## src/rtl/core/ssp_pkg.sv

```systemverilog
// Shared constants for the stepper step pulse generator.
package ssp_pkg;

	localparam int CMD_W      = 11;
	localparam int MAG_W      = 10;
	localparam int DZ_W       = 10;
	localparam int MS_W       = 15;
	localparam int PW_W       = 10;
	localparam int SPD_W      = 16;
	localparam int CNT_W      = 20;
	localparam int PROD_W     = MAG_W + MS_W;
	localparam int FULL_SHIFT = 9;
	localparam int CFG_IDX_W  = 2;
	localparam int CFG_W      = 15;

	localparam logic [CMD_W-1:0] FULL_CMD = CMD_W'(512);
	localparam logic [CNT_W-1:0] CNT_MAX  = '1;

	localparam int unsigned TICKS_PER_SECOND_DEF = 1000000;

	localparam logic [CFG_IDX_W-1:0] REG_DEADZONE    = 2'd0;
	localparam logic [CFG_IDX_W-1:0] REG_MAX_SPEED   = 2'd1;
	localparam logic [CFG_IDX_W-1:0] REG_PULSE_WIDTH = 2'd2;

	localparam logic [DZ_W-1:0] DEADZONE_RST    = DZ_W'(25);
	localparam logic [MS_W-1:0] MAX_SPEED_RST   = MS_W'(100);
	localparam logic [PW_W-1:0] PULSE_WIDTH_RST = PW_W'(20);

endpackage

```

## src/rtl/core/ssp_mul.sv

```systemverilog
// Bit-serial shift-add multiplier: command magnitude times max speed.
module ssp_mul import ssp_pkg::*; (
	input  logic              clk,
	input  logic              arst_n,
	input  logic              start,
	input  logic [MAG_W-1:0]  mag,
	input  logic [MS_W-1:0]   max_speed,
	output logic              done,
	output logic [PROD_W-1:0] product
);

	localparam int CW = $clog2(MAG_W + 1);

	logic [CW-1:0]     cnt_q;
	logic              done_q;
	logic [PROD_W-1:0] p_q;
	logic [MS_W:0]     sum;

	assign sum = {1'b0, p_q[PROD_W-1:MAG_W]} + (p_q[0] ? {1'b0, max_speed} : '0);

	always_ff @(posedge clk or negedge arst_n) begin
		if (!arst_n) begin
			cnt_q  <= '0;
			done_q <= 1'b0;
		end else begin
			done_q <= (cnt_q == CW'(1));
			if (start) begin
				cnt_q <= CW'(MAG_W);
			end else if (cnt_q != '0) begin
				cnt_q <= cnt_q - CW'(1);
			end
		end
	end

	always_ff @(posedge clk) begin
		if (start) begin
			p_q <= {{MS_W{1'b0}}, mag};
		end else if (cnt_q != '0) begin
			p_q <= {sum, p_q[MAG_W-1:1]};
		end
	end

	assign done    = done_q;
	assign product = p_q;

endmodule

```

## src/rtl/core/ssp_div.sv

```systemverilog
// Restoring divider, one quotient bit per cycle: ticks per second over speed.
module ssp_div import ssp_pkg::*; #(
	parameter int unsigned TICKS_PER_SECOND = TICKS_PER_SECOND_DEF,
	localparam int QW = $clog2(TICKS_PER_SECOND + 1)
) (
	input  logic            clk,
	input  logic            arst_n,
	input  logic            start,
	input  logic [MS_W-1:0] divisor,
	output logic            done,
	output logic [QW-1:0]   quotient
);

	localparam int CW = $clog2(QW + 1);

	logic [CW-1:0]   cnt_q;
	logic            done_q;
	logic [MS_W-1:0] rem_q;
	logic [QW-1:0]   q_q;
	logic [MS_W:0]   shifted;
	logic [MS_W+1:0] diff;
	logic            ge;

	assign shifted = {rem_q, q_q[QW-1]};
	assign diff    = {1'b0, shifted} - {2'b00, divisor};
	assign ge      = !diff[MS_W+1];

	always_ff @(posedge clk or negedge arst_n) begin
		if (!arst_n) begin
			cnt_q  <= '0;
			done_q <= 1'b0;
		end else begin
			done_q <= (cnt_q == CW'(1));
			if (start) begin
				cnt_q <= CW'(QW);
			end else if (cnt_q != '0) begin
				cnt_q <= cnt_q - CW'(1);
			end
		end
	end

	always_ff @(posedge clk) begin
		if (start) begin
			rem_q <= '0;
			q_q   <= QW'(TICKS_PER_SECOND);
		end else if (cnt_q != '0) begin
			rem_q <= ge ? diff[MS_W-1:0] : shifted[MS_W-1:0];
			q_q   <= {q_q[QW-2:0], ge};
		end
	end

	assign done     = done_q;
	assign quotient = q_q;

endmodule

```

## src/rtl/core/stepper_step_pulse_generator_top.sv

```systemverilog
// Stepper step/direction pulse generator: control, tick timing and output register.
// Tick item: result registered at transfer, visible next cycle; one tick per cycle unless held.
// Command item: multiply, then a QW-bit restoring divide, QW = clog2(TICKS_PER_SECOND+1);
// result registered when the divide is done; zero speed skips the divide, deadzone skips both.
// A new item is taken once the previous command is finished and the output register is free.
// Reset: speed, interval, elapsed and pulse count cleared, driver disabled, direction forward.
module stepper_step_pulse_generator_top import ssp_pkg::*; #(
	parameter int unsigned TICKS_PER_SECOND = TICKS_PER_SECOND_DEF
) (
	input  logic                 clk,
	input  logic                 arst_n,
	input  logic                 in_valid,
	output logic                 in_ready,
	input  logic                 op,
	input  logic signed [CMD_W-1:0] command,
	output logic                 out_valid,
	input  logic                 out_ready,
	output logic                 driver_enabled,
	output logic                 forward,
	output logic                 pulse_active,
	output logic                 step_started,
	output logic signed [SPD_W-1:0] current_speed,
	input  logic                 cfg_we,
	input  logic [CFG_IDX_W-1:0] cfg_index,
	input  logic [CFG_W-1:0]     cfg_data
);

	localparam int TPS_W = $clog2(TICKS_PER_SECOND + 1);
	localparam int QX_W  = (TPS_W > CNT_W) ? TPS_W : CNT_W;

	typedef enum logic [1:0] {ST_IDLE, ST_MUL, ST_DIV} state_t;

	state_t st_q;

	logic [DZ_W-1:0] dz_q;
	logic [MS_W-1:0] ms_q;
	logic [PW_W-1:0] pw_q;

	logic signed [SPD_W-1:0] speed_q;
	logic [CNT_W-1:0] interval_q;
	logic [CNT_W-1:0] elapsed_q;
	logic [PW_W-1:0]  pl_q;
	logic             en_q;
	logic             dir_q;
	logic             neg_q;

	logic             out_valid_q;
	logic             out_en_q;
	logic             out_fwd_q;
	logic             out_act_q;
	logic             out_start_q;
	logic signed [SPD_W-1:0] out_speed_q;

	logic             accept;
	logic             out_load;
	logic             cmd_neg;
	logic [CMD_W-1:0] cmd_abs;
	logic [MAG_W-1:0] mag;
	logic             dead;
	logic             mul_start;
	logic             mul_done;
	logic [PROD_W-1:0] product;
	logic [MS_W-1:0]  spd;
	logic signed [SPD_W-1:0] spd_signed;
	logic             div_start;
	logic             div_done;
	logic [TPS_W-1:0] quotient;
	logic [QX_W-1:0]  q_ext;
	logic [CNT_W-1:0] iv_sat;
	logic [CNT_W-1:0] eff_ext;
	logic [CNT_W-1:0] iv_final;
	logic [PW_W-1:0]  eff_w;

	logic             t_fwd;
	logic [CNT_W-1:0] t_e0;
	logic [CNT_W-1:0] t_e1;
	logic [CNT_W-1:0] t_elapsed;
	logic [PW_W-1:0]  t_pl;
	logic             t_en;
	logic             t_dir;
	logic             t_act;
	logic             t_start;

	assign in_ready = (st_q == ST_IDLE) && (!out_valid_q || out_ready);
	assign accept   = in_valid && in_ready;

	assign cmd_neg = command[CMD_W-1];
	assign cmd_abs = cmd_neg ? CMD_W'(-command) : CMD_W'(command);
	assign mag     = (cmd_abs > FULL_CMD) ? MAG_W'(FULL_CMD) : cmd_abs[MAG_W-1:0];
	assign dead    = mag < dz_q;

	assign mul_start = accept && op && !dead;

	ssp_mul u_mul (
		.clk       (clk),
		.arst_n    (arst_n),
		.start     (mul_start),
		.mag       (mag),
		.max_speed (ms_q),
		.done      (mul_done),
		.product   (product)
	);

	assign spd        = product[FULL_SHIFT+MS_W-1:FULL_SHIFT];
	assign spd_signed = neg_q ? -$signed({1'b0, spd}) : $signed({1'b0, spd});
	assign div_start  = (st_q == ST_MUL) && mul_done && (spd != '0);

	ssp_div #(
		.TICKS_PER_SECOND (TICKS_PER_SECOND)
	) u_div (
		.clk      (clk),
		.arst_n   (arst_n),
		.start    (div_start),
		.divisor  (spd),
		.done     (div_done),
		.quotient (quotient)
	);

	assign out_load = (accept && (!op || dead)) ||
		((st_q == ST_MUL) && mul_done && (spd == '0)) ||
		((st_q == ST_DIV) && div_done);

	assign eff_w    = (pw_q == '0) ? PW_W'(1) : pw_q;
	assign eff_ext  = CNT_W'(eff_w);
	assign q_ext    = QX_W'(quotient);
	assign iv_sat   = (q_ext > QX_W'(CNT_MAX)) ? CNT_MAX : q_ext[CNT_W-1:0];
	assign iv_final = (iv_sat <= eff_ext) ? eff_ext + CNT_W'(1) : iv_sat;

	always_comb begin
		t_fwd     = !speed_q[SPD_W-1];
		t_e0      = elapsed_q;
		t_e1      = elapsed_q;
		t_elapsed = elapsed_q;
		t_pl      = pl_q;
		t_en      = en_q;
		t_dir     = dir_q;
		t_act     = 1'b0;
		t_start   = 1'b0;
		if (pl_q != '0) begin
			t_act = 1'b1;
			t_pl  = pl_q - PW_W'(1);
			if (pl_q == PW_W'(1)) begin
				t_elapsed = '0;
			end
		end else if (speed_q == '0) begin
			t_en = 1'b0;
			if (elapsed_q != CNT_MAX) begin
				t_elapsed = elapsed_q + CNT_W'(1);
			end
		end else begin
			t_en  = 1'b1;
			t_dir = t_fwd;
			if (dir_q != t_fwd) begin
				t_e0 = '0;
			end
			t_e1      = (t_e0 != CNT_MAX) ? t_e0 + CNT_W'(1) : t_e0;
			t_elapsed = t_e1;
			if (t_e1 >= interval_q) begin
				t_act     = 1'b1;
				t_start   = 1'b1;
				t_pl      = eff_w - PW_W'(1);
				t_elapsed = '0;
			end
		end
	end

	always_ff @(posedge clk or negedge arst_n) begin
		if (!arst_n) begin
			dz_q <= DEADZONE_RST;
			ms_q <= MAX_SPEED_RST;
			pw_q <= PULSE_WIDTH_RST;
		end else if (cfg_we) begin
			unique case (cfg_index)
				REG_DEADZONE:    dz_q <= cfg_data[DZ_W-1:0];
				REG_MAX_SPEED:   ms_q <= cfg_data[MS_W-1:0];
				REG_PULSE_WIDTH: pw_q <= cfg_data[PW_W-1:0];
				default: ;
			endcase
		end
	end

	always_ff @(posedge clk or negedge arst_n) begin
		if (!arst_n) begin
			st_q        <= ST_IDLE;
			speed_q     <= '0;
			interval_q  <= '0;
			elapsed_q   <= '0;
			pl_q        <= '0;
			en_q        <= 1'b0;
			dir_q       <= 1'b1;
			neg_q       <= 1'b0;
			out_valid_q <= 1'b0;
			out_en_q    <= 1'b0;
			out_fwd_q   <= 1'b1;
			out_act_q   <= 1'b0;
			out_start_q <= 1'b0;
			out_speed_q <= '0;
		end else begin
			if (out_load) begin
				out_valid_q <= 1'b1;
			end else if (out_valid_q && out_ready) begin
				out_valid_q <= 1'b0;
			end
			unique case (st_q)
				ST_IDLE: begin
					if (accept && !op) begin
						elapsed_q   <= t_elapsed;
						pl_q        <= t_pl;
						en_q        <= t_en;
						dir_q       <= t_dir;
						out_en_q    <= t_en;
						out_fwd_q   <= t_dir;
						out_act_q   <= t_act;
						out_start_q <= t_start;
						out_speed_q <= speed_q;
					end else if (accept) begin
						neg_q <= cmd_neg;
						if (dead) begin
							speed_q     <= '0;
							out_en_q    <= en_q;
							out_fwd_q   <= dir_q;
							out_act_q   <= (pl_q != '0);
							out_start_q <= 1'b0;
							out_speed_q <= '0;
						end else begin
							st_q <= ST_MUL;
						end
					end
				end
				ST_MUL: begin
					if (mul_done) begin
						speed_q <= spd_signed;
						if (spd == '0) begin
							st_q        <= ST_IDLE;
							out_en_q    <= en_q;
							out_fwd_q   <= dir_q;
							out_act_q   <= (pl_q != '0);
							out_start_q <= 1'b0;
							out_speed_q <= spd_signed;
						end else begin
							st_q <= ST_DIV;
						end
					end
				end
				ST_DIV: begin
					if (div_done) begin
						st_q        <= ST_IDLE;
						interval_q  <= iv_final;
						out_en_q    <= en_q;
						out_fwd_q   <= dir_q;
						out_act_q   <= (pl_q != '0);
						out_start_q <= 1'b0;
						out_speed_q <= speed_q;
					end
				end
				default: st_q <= ST_IDLE;
			endcase
		end
	end

	assign out_valid      = out_valid_q;
	assign driver_enabled = out_en_q;
	assign forward        = out_fwd_q;
	assign pulse_active   = out_act_q;
	assign step_started   = out_start_q;
	assign current_speed  = out_speed_q;

endmodule

```

## config.mk

```make
export PLATFORM = sky130hd
export DESIGN_NAME = stepper_step_pulse_generator_top
export DESIGN_NICKNAME = d
export VERILOG_FILES = /design/src/rtl/core/ssp_pkg.sv /design/src/rtl/core/ssp_mul.sv /design/src/rtl/core/ssp_div.sv /design/src/rtl/core/stepper_step_pulse_generator_top.sv
export SDC_FILE = /design/constraint.sdc
export NUM_CORES = 1
export LEC_CHECK = 0
export BUFFER_PORTS_ARGS = -buffer_cell sky130_fd_sc_hd__buf_4
export CORE_MARGIN = 1.5
export CORE_UTILIZATION = 30
export CTS_CLUSTER_SIZE = 12
export DETAILED_ROUTE_END_ITERATION = 16
export GPL_TIMING_DRIVEN = 0
export HOLD_SLACK_MARGIN = 0.15
export PLACE_DENSITY = 0.51
export SLEW_MARGIN = 10
export SYNTH_ARGS = -nofsm -noshare
export SYNTH_HDL_FRONTEND = slang
export SYNTH_SLANG_ARGS = --single-unit
```

## constraint.sdc

```tcl
create_clock -name clk -period 10.8 [get_ports clk]
set_clock_uncertainty 0.1 [all_clocks]
set_input_delay 2.16 -clock clk [delete_from_list [all_inputs] [get_ports clk]]
set_output_delay 2.16 -clock clk [all_outputs]
set_load 0.03 [all_outputs]
```

==> metrics.yaml, run 1 <==
hold_path_class: "flop to flop"
grtUsageTotal_pct: 16.6
antenna_found_initial: 0
yosys_warnings: 0
ir_drop_mv: 0.120
num_vias: 11000
critPathLaunch: "command[0]"
async_reset_ff_share_pct: 69.7
synth_compound_area_share_pct: 16.7
synth_cell_types: 81
initial_utilization_pct: 30.3
clk_latency_ps: 460
ys_seq_area_share_pct: 36.6
holdPathStages: 2
cp-end-kind: "flop"
drt-vias-per-instance: 5.04
tns_ps: 0
cts_setup_buffers: 0
synth_mux_area_share_pct: 8.28
drt_iter0_markers: 727
die_w_um: 211
synth_edf_count: 10
die_h_um: 211
synthCells: 1509
drt-wirelength-per-cell_um: 16.6
p_leak_nw: 6.40
dr.pass1.iters: 7
fin_crit_ps: 7020
grt_max_degree: 87
fp.coreArea_sq_um: 42900
row_count: 76
fin_util_pct: 34.5
cp.arrival_ps: 7020
dpl.hpwl_mm: 27.9
rsz0062_at_grt: "false"
cp-start-kind: "input pin"
place_inst: 2148
crit_type: "input pin to flop"
fill_cells: 4476
die_area_sq_um: 44600
hold_buffers: 0
rrSetupSlack_ps: 4370
worst_slew_pin_slew_ps: 991
holdWs_ps: 381
clock-sinks: 198
cts_resized: 0
grt_pass1_vias: 10600
drc: 0
setup_viol: 0
ioPinCount: 56
grt_pass1_wl_mm: 58.1
r2r_cells: 20
netlist_area_sq_um: 13000
power_density_nw_per_um2: 279
path_clk_slew_ps: 80
port_buffers: 53
synthToLayoutAreaGrowth_pct: 13.6
hold_violations: 0
routed_wl_mm: 36.3
syn_avg_cell_area_sq_um: 8.62
diodes: 0
power_mw: 4.13
stdcell_count: 2180
htree_levels: 4
nets: 1704
post-synth-top-area-fraction_pct: 24.6
yosys.area_share.adder_pct: 8.58
r2r_start: "speed_q[15]"
drive_above_1_share_pct: 10.4
synth-xor-area-share_pct: 4.51
status: "finished, final reports clean"
ys.flop_type: "dfrtp_1"
grt.overflow.total: 0
netlist_top_cells_area: "dfrtp_1, ha_1, dfxtp_1"
syn_nets: 1631
fmax_mhz: 142
cp_max_fo: 10
cts_root_buffer: "clkbuf_16"
rr_endpoint: "elapsed_q[3]"
crit_path_end: "u_mul.product[5]"
finalWeightedCongestion: 0.846
ant_nets: 0
synth_top_family_by_area: "simple AND/OR/NAND/NOR gates"
cts_tree: "built"
max-clock-path-buffers: 2
synth_area_leader_cell: "dfrtp_1"
drv_cap: 0
cts_made_buffers: 17
fin_crit_sh_pct: 65.0
synth-simple-area-share_pct: 20.2
ys_seq_elements: 198
drv_slew: 0
required_ps: 10800
max-slew-margin-rel_pct: 33.3
==> power by group <==
group | internal (mW) | total (mW) | leakage (nW) | switching (mW)
Sequential | 1.02 | 1.26 | 2.30 | 0.236
Clock | 0.348 | 0.663 | 0.299 | 0.315
Combinational | 0.922 | 2.21 | 3.80 | 1.29
==> worst max-delay path: stages <==
cell and delay (ps):
buf_4 140, inv_1 100, ha_1 260, or4b_1 540, o41ai_1 330, xor2_1 280, nand4_1 200, and2_0 200
clkbuf_1 150, nor2_1 210, ha_1 180, a21o_1 100, a21o_1 110, a21oi_1 70, o211ai_1 600, o21ba_1 230
clkbuf_1 410, buf_4 290, nand2b_1 430
==> Yosys cell counts, drive strengths merged (16+ instances only) <==
library cell	n
a21o	16
a21oi	107
and2	35
and3	17
clkbuf	69
dfrtp	128
dfxtp	50
ha	86
inv	92
mux2	73
mux2i	18
nand2	201
nand3	37
nand4	21
nor2	105
nor2b	21
nor3	38
nor4	22
o21ai	104
xnor2	51
xor2	16
==> flip-flops by register name (all words and copies together), names as in the netlist, 4 cells and up <==
| name | count |
|---|---|
| u_div.cnt_q | 5 |
| current_speed | 16 |
| ms_q | 15 |
| u_div.rem_q | 15 |
| u_mul.cnt_q | 4 |
| interval_q | 20 |
| dz_q | 10 |
| pw_q | 10 |
| elapsed_q | 20 |
| speed_q | 16 |
| u_mul.product | 25 |
| pl_q | 10 |
| u_div.quotient | 20 |
==> stage by stage <==
stage,instance area [sq um],setup slack [ps]
after floorplan,13000,4660
after global placement,14100,3410
after detailed placement,14200,3350
after CTS,14800,3820
after global routing,14800,3560
final,14800,3780
==> per-layer routing <==
layer  track usage (%)  vias to the layer above  wire length, um
met5                 0                        -                0
met4              3.82                        0              467
met3              2.87                       24             1450
met2              26.1                      225            16300
met1              23.7                     5270            18100
li1                  -                     5467                -
==> area by class of cell <==
class	count	area, sq um	area share [%]
Multi-Input combinational cell	1141	7590	51.3
Sequential cell	198	4770	32.3
Tap cell	585	732	4.95
Clock buffer	22	518	3.51
Timing Repair Buffer	54	433	2.93
Inverter	92	345	2.34
Buffer	78	317	2.14
Clock inverter	10	78.8	0.533
==> cells in the final DEF (no fill, tap or decap), drive strengths merged, types with 9 or more instances in the layout <==
| cell type | count |
|---|---|
| o31ai | 14 |
| dfstp | 10 |
| xor2 | 16 |
| and3 | 17 |
| a21o | 16 |
| nand4 | 21 |
| dfrtp | 128 |
| clkbuf | 91 |
| edfxtp | 10 |
| xnor2 | 51 |
| nor2 | 105 |
| nand2 | 201 |
| nor4 | 22 |
| a21oi | 107 |
| o21a | 12 |
| ha | 86 |
| mux2 | 73 |
| o21ai | 104 |
| mux2i | 18 |
| nand3 | 37 |
| a211oi | 9 |
| nand2b | 13 |
| dfxtp | 50 |
| nor3 | 38 |
| and2 | 35 |
| buf | 63 |
| nor2b | 21 |
| inv | 97 |
==> worst min-delay path by stage <==
| stage | slack, ps | to | startpoint |
|---|---|---|---|
| floorplan | 350 | u_div.rem_q[8] | u_div.rem_q[8] |
| global placement | 370 | u_div.quotient[1] | u_div.quotient[0] |
| detailed placement | 370 | interval_q[6] | interval_q[6] |
| CTS | 380 | u_div.quotient[1] | u_div.quotient[0] |
| global route | 410 | u_div.quotient[1] | u_div.quotient[0] |
| finish | 380 | u_div.quotient[1] | u_div.quotient[0] |
==> logic make-up after synthesis <==
group	count (synthesis)
compound gates	345
buf+inv	170
xor+xnor	67
simple gates	550
fa+ha+maj	88
mux	91
flops	198
Note: power is estimated with default switching activity, not from simulation.
==> inputs of run 2 (changes only) <==
--- a/config.mk
+++ b/config.mk
@@ -5,6 +5,7 @@
 export SDC_FILE = /design/constraint.sdc
 export NUM_CORES = 1
 export LEC_CHECK = 0
+export ABC_AREA = 1
 export BUFFER_PORTS_ARGS = -buffer_cell sky130_fd_sc_hd__buf_4
 export CORE_MARGIN = 1.5
 export CORE_UTILIZATION = 30
==> constraint.sdc (replaced) <==
create_clock -name clk -period 7.12 [get_ports clk]
set_clock_uncertainty 0.1 [all_clocks]
set_input_delay 1.424 -clock clk [delete_from_list [all_inputs] [get_ports clk]]
set_output_delay 1.424 -clock clk [all_outputs]
set_load 0.03 [all_outputs]
==> run 2 against run 1 <==
Net effect: largest cell class unchanged; sequential power rose by 53%; synthesized cell count grew 16%; critical path depth rose by 4; critical path type unchanged; clock-buffer cell count decreased by 1; combinational power increased by 71%; final cell count is 11% higher.
==> metrics.yaml, run 2 <==
tns_ps: 0
grtUsageTotal_pct: 17.1
pwr-share-comb_pct: 56.2
power_mw: 6.72
grt_pass1_wl_mm: 60.6
yosys_warnings: 0
nets: 1953
clk_latency_ps: 470
hold_path_class: "flop to flop"
diodes: 0
syn_nets: 1878
drv_slew: 0
synth_edf_count: 10
ys.flop_type: "dfrtp_1"
hold_buffers: 0
p_switching_mw: 3.23
initial_utilization_pct: 30.5
synth_area_leader_cell: "dfrtp_1"
status: "finished, final reports clean"
holdWs_ps: 364
hold_violations: 0
fill_cells: 4662
ys_seq_elements: 198
worst_slew_pin_slew_ps: 936
largest_register_ff_count: 25
htree_levels: 4
drt-vias-per-instance: 4.88
stdcell_count: 2429
p_int_mw: 3.49
antenna_found_initial: 0
num_vias: 11900
clkPwrFrac_pct: 15.0
synth_common_cells: "nand2_1, inv_1, o21ai_0"
cts_resized: 0
ir_drop_mv: 0.207
setup_ws_ps: 1870
drive_above_1_share_pct: 11.9
fmax_mhz: 190
syn_avg_cell_area_sq_um: 7.50
die_w_um: 212
cts_tree: "built"
post-synth-top-area-fraction_pct: 24.3
drv_cap: 0
place_inst: 2397
cts_setup_buffers: 0
drt_iter0_markers: 740
required_ps: 7430
fin_crit_ps: 5250
cpMaxStageDelayCell: "a21boi_0"
max-clock-path-buffers: 2
netlist_area_sq_um: 13200
cp-start-kind: "input pin"
async_reset_ff_share_pct: 69.7
row_count: 76
cp_common_cell: "nand2_1"
die_area_sq_um: 45100
drt-wirelength-per-cell_um: 15.3
crit_type: "input pin to flop"
grt_pass1_vias: 11500
cp_top_family: "compound AO/OA/AOI/OAI gates"
grt.overflow.total: 0
synth_cell_types: 68
synth.most_common_cell: "nand2_1"
port_buffers: 55
worst-path-buf-inv: 5
crit_path_max_incr_delay_ps: 830
cts_made_buffers: 17
fin_area_sq_um: 14900
power_density_nw_per_um2: 450
ys_seq_area_share_pct: 36.2
p_leak_nw: 7.11
cp-end-kind: "flop"
most-common-layout-cells: "nand2_1, inv_1, o21ai_0"
seq_power_share_pct: 28.8
grt_max_degree: 77
synthToLayoutAreaGrowth_pct: 13.4
dp_slack_ps: 1450
path_clk_slew_ps: 80
dpl.hpwl_mm: 28.8
fin_util_pct: 34.6
setup_viol: 0
cp_max_fo: 8
place_area_sq_um: 14300
dr.pass1.iters: 6
max-slew-margin-rel_pct: 36.0
cp_cell_sequence: "buf_4 -> inv_1 -> ha_1 -> nand2_1 -> inv_2 -> nand3_1 -> nand3_1 -> nor2_1 -> nand3_1 -> nand2_2 -> inv_1 -> nor2_1 -> ha_1 -> nand2_1 -> inv_1 -> o21bai_1 -> a21oi_1 -> a2111oi_0 -> a21boi_0 -> nand2_1 -> nand3_1 -> nand2_1 -> nand2_1"
ant_nets: 0
cts_root_buffer: "clkbuf_16"
finalWeightedCongestion: 0.844
swShare_pct: 48.1
netlist_top_cells_area: "dfrtp_1, nand2_1, ha_1"
fp.coreArea_sq_um: 43200
die_h_um: 212
drc: 0
synthCells: 1756
ioPinCount: 56
clock-sinks: 198
fin_crit_sh_pct: 73.7
rsz0062_at_grt: "false"
routed_wl_mm: 37.2
cp.arrival_ps: 5560
layout_commonest_cell: "nand2_1"
## run 2: cell count changes in the layout (fill, tap and decap cells not counted), sizes merged, moves of 23 or more
cell | previous run | this run
nand3 | 37 | 69
and2 | 35 | 1
mux2 | 73 | 5
inv | 97 | 229
o21ai | 104 | 193
xnor2 | 51 | 17
nand2 | 201 | 421
clkbuf | 91 | 63
nand4 | 21 | 44
nor2 | 105 | 135
## run 2: kinds of logic (layout without fill, tap and decap cells)
| logic type | Yosys count | count (layout) | share of synthesized area, % |
|---|---|---|---|
| buffers and inverters | 296 | 384 | 9.38 |
| flip-flops | 198 | 198 | 36.2 |
| multiplexers | 6 | 6 | 0.504 |
| XOR/XNOR | 46 | 46 | 3.17 |
| AO/OA/AOI/OAI | 402 | 402 | 17.8 |
| AND/OR/NAND/NOR | 720 | 720 | 24.4 |
| adder cells (fa/ha/maj) | 88 | 88 | 8.48 |
## run 2: area by class of cell
type | count | area [sq um] | area share [%]
Multi-Input combinational cell | 1262 | 7160 | 48.0
Inverter | 226 | 848 | 5.68
Clock buffer | 21 | 470 | 3.15
Buffer | 70 | 387 | 2.59
Clock inverter | 11 | 114 | 0.763
Tap cell | 585 | 732 | 4.90
Timing Repair Buffer | 56 | 448 | 3.00
Sequential cell | 198 | 4770 | 31.9
## run 2: worst register-to-register path, delay by kind of cell (launching register included)
family | cells | cell delay [ps]
xor gates and xnor gates | 1 | 190
buffers and inverters | 4 | 790
adders and majority gates | 2 | 510
AOI/OAI and AO/OA | 2 | 730
DFF | 1 | 550
and+or+nand+nor | 16 | 2080
## run 2: power by group through the flow
stage | registers [mW] | clock network, mW | logic, mW
5_1_grt | 1.99 | 1.08 | 4.30
2_1_floorplan | 1.93 | 0 | 2.76
3_3_place_gp | 1.94 | 0 | 3.69
3_5_place_dp | 1.95 | 0 | 3.77
6_report | 1.93 | 1.01 | 3.78
4_1_cts | 1.93 | 1.04 | 3.78
## run 2: worst paths after layout
kind	start	endpoint	slack, ps	cells after the start
min in group asynchronous	arst_n	elapsed_q[10]	770	1
hold / removal	forward	forward	360	2
setup / recovery	command[0]	st_q[0]	1870	23
max in group asynchronous	arst_n	dz_q[4]	5330	2
setup reg to reg	dir_q	pl_q[2]	2080	25
hold reg to reg	forward	forward	360	2
## run 2: layer usage
layer	vias up	GRT usage, %	wire, um
li1	6013	-	-
met3	38	2.64	1580
met2	197	27.4	16700
met4	0	4.92	541
met1	5609	23.8	18400
met5	-	0	0
